`config.mk`:
```
export PLATFORM = sky130hd
export DESIGN_NAME = text_console_cell_writer
export DESIGN_NICKNAME = d
export VERILOG_FILES = /design/src/rtl/tccw_pkg.sv /design/src/rtl/tccw_ctrl.sv /design/src/rtl/tccw_dp.sv /design/src/rtl/text_console_cell_writer.sv
export SDC_FILE = /design/constraint.sdc
export NUM_CORES = 1
export LEC_CHECK = 0
export ABC_CLOCK_PERIOD_IN_PS = 3400
export BUFFER_PORTS_ARGS = -buffer_cell sky130_fd_sc_hd__buf_2
export CORE_UTILIZATION = 61
export DETAILED_ROUTE_END_ITERATION = 8
export PLACE_DENSITY = 0.89
export SLEW_MARGIN = 30
export SYNTH_ARGS = -nofsm -noshare
export SYNTH_HDL_FRONTEND = slang
export SYNTH_SLANG_ARGS = --single-unit
export TNS_END_PERCENT = 50
```
`constraint.sdc`:
```
create_clock -name clk -period 3.4 [get_ports clk]
set_clock_uncertainty 0.1 [all_clocks]
set_input_delay 0.17 -clock clk [delete_from_list [all_inputs] [get_ports clk]]
set_output_delay 0.17 -clock clk [all_outputs]
set_load 0.005 [all_outputs]
```
`src/rtl/tccw_pkg.sv`:
```
// ============================================================================
// tccw_pkg
// Types, codes and constants shared by the text console cell writer modules.
// ============================================================================
package tccw_pkg;

    localparam int unsigned ADDR_W  = 11;
    localparam int unsigned DIV_W   = 32;
    localparam int unsigned REM_W   = 5;
    localparam int unsigned RADIX_W = 5;
    localparam int unsigned STACK_DEPTH = 32;
    localparam int unsigned STACK_AW = 5;

    localparam logic [7:0] CHAR_NEWLINE = 8'd10;
    localparam logic [7:0] CHAR_ZERO    = 8'h30;
    localparam logic [7:0] CHAR_LOWER_A = 8'h61;
    localparam logic [7:0] CHAR_MINUS   = 8'h2d;
    localparam logic [4:0] DIGIT_MAX    = 5'd9;
    localparam logic [4:0] RADIX_MIN    = 5'd2;
    localparam logic [4:0] RADIX_MAX    = 5'd16;
    localparam int unsigned BG_SHIFT    = 4;

    localparam logic [3:0] FG_RESET = 4'd15;
    localparam logic [3:0] BG_RESET = 4'd0;

    typedef enum logic [0:0] {
        CFG_FG_COLOR = 1'b0,
        CFG_BG_COLOR = 1'b1
    } cfg_index_t;

    typedef enum logic [0:0] {
        OP_PUT_CHAR   = 1'b0,
        OP_PUT_NUMBER = 1'b1
    } op_t;

    typedef enum logic [1:0] {
        EMIT_NONE  = 2'd0,
        EMIT_CHAR  = 2'd1,
        EMIT_SIGN  = 2'd2,
        EMIT_DIGIT = 2'd3
    } emit_src_t;

    typedef struct packed {
        logic               cmd;
        logic [7:0]         char_code;
        logic signed [31:0] number;
        logic [4:0]         radix;
    } request_t;

    typedef struct packed {
        logic [10:0] cell_address;
        logic [7:0]  glyph;
        logic [7:0]  attribute;
        logic        off_screen;
        logic        last_of_run;
    } result_t;

    typedef struct packed {
        logic      load_item;
        logic      newline;
        logic      div_step;
        logic      store_digit;
        logic      load_ptr;
        logic      dec_ptr;
        emit_src_t emit_src;
        logic      emit_last;
    } ctrl_cmd_t;

    typedef struct packed {
        logic is_number;
        logic is_newline;
        logic negative;
        logic div_last_step;
        logic quo_zero;
        logic stack_full;
        logic ptr_zero;
        logic out_free;
    } dp_status_t;

    function automatic logic [7:0] digit_glyph(input logic [4:0] digit);
        logic [7:0] value;
        value = {3'b000, digit};
        if (digit > DIGIT_MAX) begin
            return 8'(CHAR_LOWER_A + value - 8'd10);
        end
        return 8'(CHAR_ZERO + value);
    endfunction

endpackage

```
`src/rtl/tccw_ctrl.sv`:
```
// ============================================================================
// tccw_ctrl
// Sequencer for the console writer: accepts a transaction, runs the digit
// divider, and steps the datapath through the cell writes.
// ============================================================================
module tccw_ctrl (
    input  logic                  clk,
    input  logic                  rst_n,
    input  logic                  request_valid,
    output logic                  ready,
    input  tccw_pkg::dp_status_t  status,
    output tccw_pkg::ctrl_cmd_t   command
);
    import tccw_pkg::*;

    typedef enum logic [2:0] {
        ST_IDLE,
        ST_CHAR,
        ST_DIV,
        ST_STORE,
        ST_SIGN,
        ST_FETCH,
        ST_EMIT
    } state_t;

    state_t state_reg;
    state_t state_next;

    always_comb
    begin
        state_next = state_reg;
        command    = '0;
        command.emit_src = EMIT_NONE;
        ready      = 1'b0;
        case (state_reg)
            ST_IDLE:
            begin
                ready = 1'b1;
                if (request_valid)
                begin
                    command.load_item = 1'b1;
                    if (status.is_number)
                    begin
                        state_next = ST_DIV;
                    end
                    else if (status.is_newline)
                    begin
                        command.newline = 1'b1;
                    end
                    else
                    begin
                        state_next = ST_CHAR;
                    end
                end
            end
            ST_CHAR:
            begin
                if (status.out_free)
                begin
                    command.emit_src  = EMIT_CHAR;
                    command.emit_last = 1'b1;
                    state_next = ST_IDLE;
                end
            end
            ST_DIV:
            begin
                command.div_step = 1'b1;
                if (status.div_last_step)
                begin
                    state_next = ST_STORE;
                end
            end
            ST_STORE:
            begin
                command.store_digit = 1'b1;
                if (status.quo_zero || status.stack_full)
                begin
                    command.load_ptr = 1'b1;
                    state_next = status.negative ? ST_SIGN : ST_FETCH;
                end
                else
                begin
                    state_next = ST_DIV;
                end
            end
            ST_SIGN:
            begin
                if (status.out_free)
                begin
                    command.emit_src = EMIT_SIGN;
                    state_next = ST_FETCH;
                end
            end
            ST_FETCH:
            begin
                state_next = ST_EMIT;
            end
            ST_EMIT:
            begin
                if (status.out_free)
                begin
                    command.emit_src  = EMIT_DIGIT;
                    command.emit_last = status.ptr_zero;
                    if (status.ptr_zero)
                    begin
                        state_next = ST_IDLE;
                    end
                    else
                    begin
                        command.dec_ptr = 1'b1;
                        state_next = ST_FETCH;
                    end
                end
            end
            default:
            begin
                state_next = ST_IDLE;
            end
        endcase
    end

    always_ff @(posedge clk or negedge rst_n)
    begin
        if (!rst_n)
        begin
            state_reg <= ST_IDLE;
        end
        else
        begin
            state_reg <= state_next;
        end
    end

endmodule

```
`src/rtl/tccw_dp.sv`:
```
// ============================================================================
// tccw_dp
// Datapath of the console writer: cursor, colors, radix divider, digit
// stack and the result register.
// ============================================================================
module tccw_dp #(
    parameter int unsigned COLUMNS = 80,
    parameter int unsigned ROWS    = 25
) (
    input  logic                  clk,
    input  logic                  rst_n,
    input  tccw_pkg::request_t    request,
    input  logic                  cfg_write_enable,
    input  logic [0:0]            cfg_index,
    input  logic [3:0]            cfg_data,
    input  tccw_pkg::ctrl_cmd_t   command,
    output tccw_pkg::dp_status_t  status,
    output logic                  result_valid,
    input  logic                  result_stall,
    output tccw_pkg::result_t     result
);
    import tccw_pkg::*;

    localparam int unsigned ROW_W = $clog2(ROWS + 1);
    localparam int unsigned COL_W = $clog2(COLUMNS + 1);
    localparam logic [ROW_W-1:0]  ROW_LIMIT = ROW_W'(ROWS);
    localparam logic [COL_W-1:0]  COL_LIMIT = COL_W'(COLUMNS);
    localparam logic [ADDR_W-1:0] ROW_STEP  = ADDR_W'(COLUMNS);

    logic [ROW_W-1:0]    row_reg;
    logic [ROW_W-1:0]    row_next;
    logic [COL_W-1:0]    col_reg;
    logic [COL_W-1:0]    col_next;
    logic [ADDR_W-1:0]   base_reg;
    logic [ADDR_W-1:0]   base_next;
    logic [3:0]          fg_reg;
    logic [3:0]          bg_reg;

    logic [7:0]          char_reg;
    logic                neg_reg;
    logic [RADIX_W-1:0]  radix_reg;
    logic [DIV_W-1:0]    quo_reg;
    logic [REM_W-1:0]    rem_reg;
    logic [4:0]          step_reg;
    logic [STACK_AW-1:0] count_reg;
    logic [STACK_AW-1:0] ptr_reg;

    logic [7:0]          stack_mem [STACK_DEPTH];
    logic [7:0]          rd_data_reg;

    logic                out_valid_reg;
    result_t             out_reg;

    logic [DIV_W-1:0]    in_mag;
    logic [RADIX_W-1:0]  in_radix;
    logic [REM_W:0]      trial;
    logic                trial_ge;
    logic                emit;
    logic                off;
    logic [COL_W-1:0]    col_inc;
    logic [7:0]          glyph_sel;

    assign in_mag = request.number[31] ? (32'd0 - 32'(request.number))
                                       : 32'(request.number);

    always_comb
    begin
        in_radix = request.radix;
        if (request.radix < RADIX_MIN)
        begin
            in_radix = RADIX_MIN;
        end
        else if (request.radix > RADIX_MAX)
        begin
            in_radix = RADIX_MAX;
        end
    end

    assign trial    = {rem_reg, quo_reg[DIV_W-1]};
    assign trial_ge = trial >= {1'b0, radix_reg};

    assign emit    = command.emit_src != EMIT_NONE;
    assign off     = row_reg >= ROW_LIMIT;
    assign col_inc = col_reg + 1'b1;

    always_comb
    begin
        row_next  = row_reg;
        col_next  = col_reg;
        base_next = base_reg;
        if (command.newline || (emit && (col_inc >= COL_LIMIT)))
        begin
            col_next = '0;
            if (row_reg < ROW_LIMIT)
            begin
                row_next  = row_reg + 1'b1;
                base_next = base_reg + ROW_STEP;
            end
        end
        else if (emit)
        begin
            col_next = col_inc;
        end
    end

    always_comb
    begin
        case (command.emit_src)
            EMIT_CHAR:  glyph_sel = char_reg;
            EMIT_SIGN:  glyph_sel = CHAR_MINUS;
            EMIT_DIGIT: glyph_sel = rd_data_reg;
            default:    glyph_sel = char_reg;
        endcase
    end

    always_comb
    begin
        status.is_number     = request.cmd == OP_PUT_NUMBER;
        status.is_newline    = request.char_code == CHAR_NEWLINE;
        status.negative      = neg_reg;
        status.div_last_step = step_reg == 5'd31;
        status.quo_zero      = quo_reg == '0;
        status.stack_full    = count_reg == STACK_AW'(STACK_DEPTH - 1);
        status.ptr_zero      = ptr_reg == '0;
        status.out_free      = !out_valid_reg || !result_stall;
    end

    always_ff @(posedge clk or negedge rst_n)
    begin
        if (!rst_n)
        begin
            row_reg       <= '0;
            col_reg       <= '0;
            base_reg      <= '0;
            fg_reg        <= FG_RESET;
            bg_reg        <= BG_RESET;
            out_valid_reg <= 1'b0;
        end
        else
        begin
            row_reg  <= row_next;
            col_reg  <= col_next;
            base_reg <= base_next;
            if (cfg_write_enable)
            begin
                case (cfg_index)
                    CFG_FG_COLOR: fg_reg <= cfg_data;
                    CFG_BG_COLOR: bg_reg <= cfg_data;
                    default:      fg_reg <= fg_reg;
                endcase
            end
            if (emit)
            begin
                out_valid_reg <= 1'b1;
            end
            else if (!result_stall)
            begin
                out_valid_reg <= 1'b0;
            end
        end
    end

    always_ff @(posedge clk)
    begin
        if (command.load_item)
        begin
            char_reg  <= request.char_code;
            neg_reg   <= request.number[31];
            radix_reg <= in_radix;
            quo_reg   <= in_mag;
            rem_reg   <= '0;
            step_reg  <= '0;
            count_reg <= '0;
        end
        if (command.div_step)
        begin
            quo_reg  <= {quo_reg[DIV_W-2:0], trial_ge};
            rem_reg  <= trial_ge ? REM_W'(trial - {1'b0, radix_reg}) : trial[REM_W-1:0];
            step_reg <= step_reg + 1'b1;
        end
        if (command.store_digit)
        begin
            stack_mem[count_reg] <= digit_glyph(rem_reg);
            count_reg <= count_reg + 1'b1;
            rem_reg   <= '0;
            step_reg  <= '0;
        end
        if (command.load_ptr)
        begin
            ptr_reg <= count_reg;
        end
        else if (command.dec_ptr)
        begin
            ptr_reg <= ptr_reg - 1'b1;
        end
        rd_data_reg <= stack_mem[ptr_reg];
        if (emit)
        begin
            out_reg.cell_address <= off ? '0 : ADDR_W'(base_reg + ADDR_W'(col_reg));
            out_reg.glyph        <= glyph_sel;
            out_reg.attribute    <= {bg_reg, fg_reg};
            out_reg.off_screen   <= off;
            out_reg.last_of_run  <= command.emit_last;
        end
    end

    assign result_valid = out_valid_reg;
    assign result       = out_reg;

endmodule

```
`src/rtl/text_console_cell_writer.sv`:
```
// ============================================================================
// text_console_cell_writer
// Writes characters and signed integers into a ROWS x COLUMNS text grid,
// one result transaction per cell; the cursor column wraps to the next row.
// ============================================================================
// A character is accepted and then, once the result register is free, loaded
// into it; a newline is accepted and moves the cursor without writing a
// cell. A number is converted by a restoring divider that produces one
// quotient bit per cycle, so each digit takes 32 divide steps and one store
// into the digit stack; the digits are then read back from the stack, each
// fetched and then emitted once the result register is free, after a minus
// sign if the number is negative. A new request is taken only after the
// previous one has produced its last cell; the result register lets that last
// cell wait while the next request is accepted. Cells written past the last
// row carry off_screen and address zero.
module text_console_cell_writer #(
    parameter int unsigned COLUMNS = 80,
    parameter int unsigned ROWS    = 25
) (
    input  logic                clk,
    input  logic                rst_n,
    input  logic                request_valid,
    output logic                request_stall,
    input  tccw_pkg::request_t  request,
    output logic                result_valid,
    input  logic                result_stall,
    output tccw_pkg::result_t   result,
    input  logic                cfg_write_enable,
    input  logic [0:0]          cfg_index,
    input  logic [3:0]          cfg_data
);
    import tccw_pkg::*;

    ctrl_cmd_t  command;
    dp_status_t status;
    logic       ready;

    assign request_stall = !ready;

    tccw_ctrl u_ctrl (
        .clk           (clk),
        .rst_n         (rst_n),
        .request_valid (request_valid),
        .ready         (ready),
        .status        (status),
        .command       (command)
    );

    tccw_dp #(
        .COLUMNS (COLUMNS),
        .ROWS    (ROWS)
    ) u_dp (
        .clk              (clk),
        .rst_n            (rst_n),
        .request          (request),
        .cfg_write_enable (cfg_write_enable),
        .cfg_index        (cfg_index),
        .cfg_data         (cfg_data),
        .command          (command),
        .status           (status),
        .result_valid     (result_valid),
        .result_stall     (result_stall),
        .result           (result)
    );

endmodule

```
==> results.cfg <==
[detailed_routing]
routed_via_density = 6.24
drt_iter0_markers = 1095
detail_route.wl_per_cell_microns = 22.1
dr_total_vias = 9689
dr.pass1.iters = 6
route.antenna.remaining_nets = 0
routed_wl_microns = 34400
drcViolationCount = 0

[floorplan]
die_h_microns = 162
core_sq_um = 25200
num_io_pins = 87
rows = 58
fp.dieW_microns = 162
die_area_sq_um = 26300
start_util_pct = 62.2

[yosys]
ys.flop_type = edfxtp_1
ys_ff_latch = 357
synth-seq-area-share_pct = 66.4
synth_area_per_cell_sq_um = 15.1
async_flop_share_pct = 8.68
ys_types = 77
yosys_warnings = 0
synth-edff-count = 309
syn_area_sq_um = 15700
syn_inst = 1037

[placement]
port_buffers = 86
gp_congestion = 0.880
dp_hpwl_microns = 20700

[sta]
finalHoldViolations = 1
whs_ns = -0.00169
setup_viol = 0
period_share_pct = 81.5
fin_tns_setup_ns = 0
slew_viol_final = 0
fmax_ghz = 0.361
slew_headroom_pct = 41.6
rsz0062_at_grt = false
fin_crit_ns = 2.77
tightest_slew_ns = 0.875

[global_route]
top_usage_layer = met2
grt_pass1_wl_microns = 53500
grt_pass1_vias = 9647
grt_max_degree = 58
antenna_found_initial = 0
met1_usage_pct = 35.5
grt_usage_pct = 27.0
use_met2_pct = 46.7
grt-ovfl-total = 0
grt_use_met3_pct = 3.32

[worst_setup_path]
critical_path_arrival_ns = 2.88
ff2ff_setup_slack_ns = 0.63
path_cells = nor3b_1 -> o21ai_2 -> inv_1 -> buf_4
worst-r2r-cell-count = 4
critPathLaunchType = flip-flop
critPathBufInv = 2
path_max_fanout = 25
critPathSlowestCell = inv_1
endpoint_kind = flip-flop
slowest_delay_ns = 0.69
reg2reg_from = u_ctrl.state_reg[1]
crit_family = buffers and inverters
reg2reg_to = u_dp.result[10]
path_class = flip-flop to flip-flop
cp_data_required_time_ns = 3.51

[clock_tree]
post_cts_resized = 0
clock_sinks = 357
clkTransAtPathRegs_ns = 0.06
clkLatencyLatePin_ns = 0.51
cts_max_level = 2
numCtsBuffers = 35
cts_buffer_depth = 3
cts_tree = yes
cts_root_buf = clkbuf_16

[hold_path]
min_to = u_dp.quo_reg[9]
hold_path_depth = 3
min_path_type = input port to flip-flop
worstHoldStart = request[14]

[outcome]
failed_checks = hold timing
status = complete, but fails checks

[cells_and_area]
final_util_pct = 71.5
final_net_count = 1281
final_common_cell = edfxtp_1
nFillCells = 1480
mostFrequentLayoutCells = edfxtp_1, buf_2, nor2_1
diodes = 0
drive_above_1_share_pct = 20.0
largest_reg_flops = 224
area_growth_pct = 15.0

[power]
ir_drop_mv = 0.388
power.total_mw = 12.0
powerDensity_nw_per_um2 = 668
leakagePower_nw = 6.50

[job]
cap_viol_max_count = 0
## worst max-delay path by stage
stage	slack, ns	startpoint	to	cells after the start
6_report	0.63	u_ctrl.state_reg[1]	u_dp.result[10]	4
5_1_grt	0.47	u_ctrl.state_reg[1]	u_dp.result[6]	4
4_1_cts	0.70	u_ctrl.state_reg[1]	u_dp.stack_mem[24][4]	4
3_5_place_dp	0.75	u_ctrl.state_reg[1]	u_dp.stack_mem[24][5]	4
3_3_place_gp	0.84	u_ctrl.state_reg[1]	u_dp.stack_mem[29][5]	4
2_1_floorplan	0.44	u_dp.rem_reg[1]	u_dp.stack_mem[0][2]	6
## synthesized netlist by cell type (20+ instances only)
cell,n,share of area (%)
o21ai_0,53,1.7
edfxtp_1,309,59
nor2b_1,20,0.80
nand2_1,74,1.8
mux4_2,56,8.1
xor2_1,33,1.8
clkbuf_1,23,0.55
ha_1,25,2.0
a21oi_1,31,0.99
nor2_1,79,1.9
inv_1,29,0.70
dfrtp_1,27,4.3
mux2i_1,33,2.1
## what timing repair did
item,CTS,global route
hold buffers,35,0
setup buffers,0,0
endpoints found under the hold margin,65,0
## worst reg2reg max path, cell delays in order (launching register included)
cell and delay [ns]:
dfrtp_1 0.63, nor3b_1 0.49, o21ai_2 0.21, inv_1 0.69, buf_4 0.35
## metal layers
layer  share of wire [%]  vias to the layer above
met4                 2.9                        0
li1                    -                     4280
met3                 7.3                       83
met1                  39                     4776
met2                  51                      550
met5                   0                        -
## stage by stage
step	setup WS (ns)	instances	hold slack (ns)	area, sq um
floorplan	0.441	1068	-0.226	15800
global placement	0.842	1454	0.155	16600
detailed placement	0.746	1456	0.165	16600
CTS	0.695	1552	0.00105	18000
global route	0.471	1552	0.0220	18000
finish	0.629	1552	-0.00169	18000
## power by group
group,internal (mW),switching [mW]
registers,5.77,0.362
logic,0.734,1.49
clock network,2.11,1.56
## kinds of logic after synthesis
family / share of synthesized area, %
mux: 11.1
compound gates: 6.84
other cells: 0.0240
xor+xnor: 2.80
flops: 66.4
fa+ha+maj: 2.25
buf+inv: 2.02
simple gates: 8.51
## cell type report
type / instances / area [sq um] / area share (%)
clock buffers: 50 / 995 / 5.53
clock inverters: 11 / 78.8 / 0.438
inverters: 29 / 109 / 0.605
multi-input cells: 636 / 5080 / 28.2
flip-flops and latches: 357 / 10400 / 57.8
well taps: 330 / 413 / 2.29
repair buffers: 139 / 923 / 5.13
No activity file was read; power rests on OpenSTA's default activity.
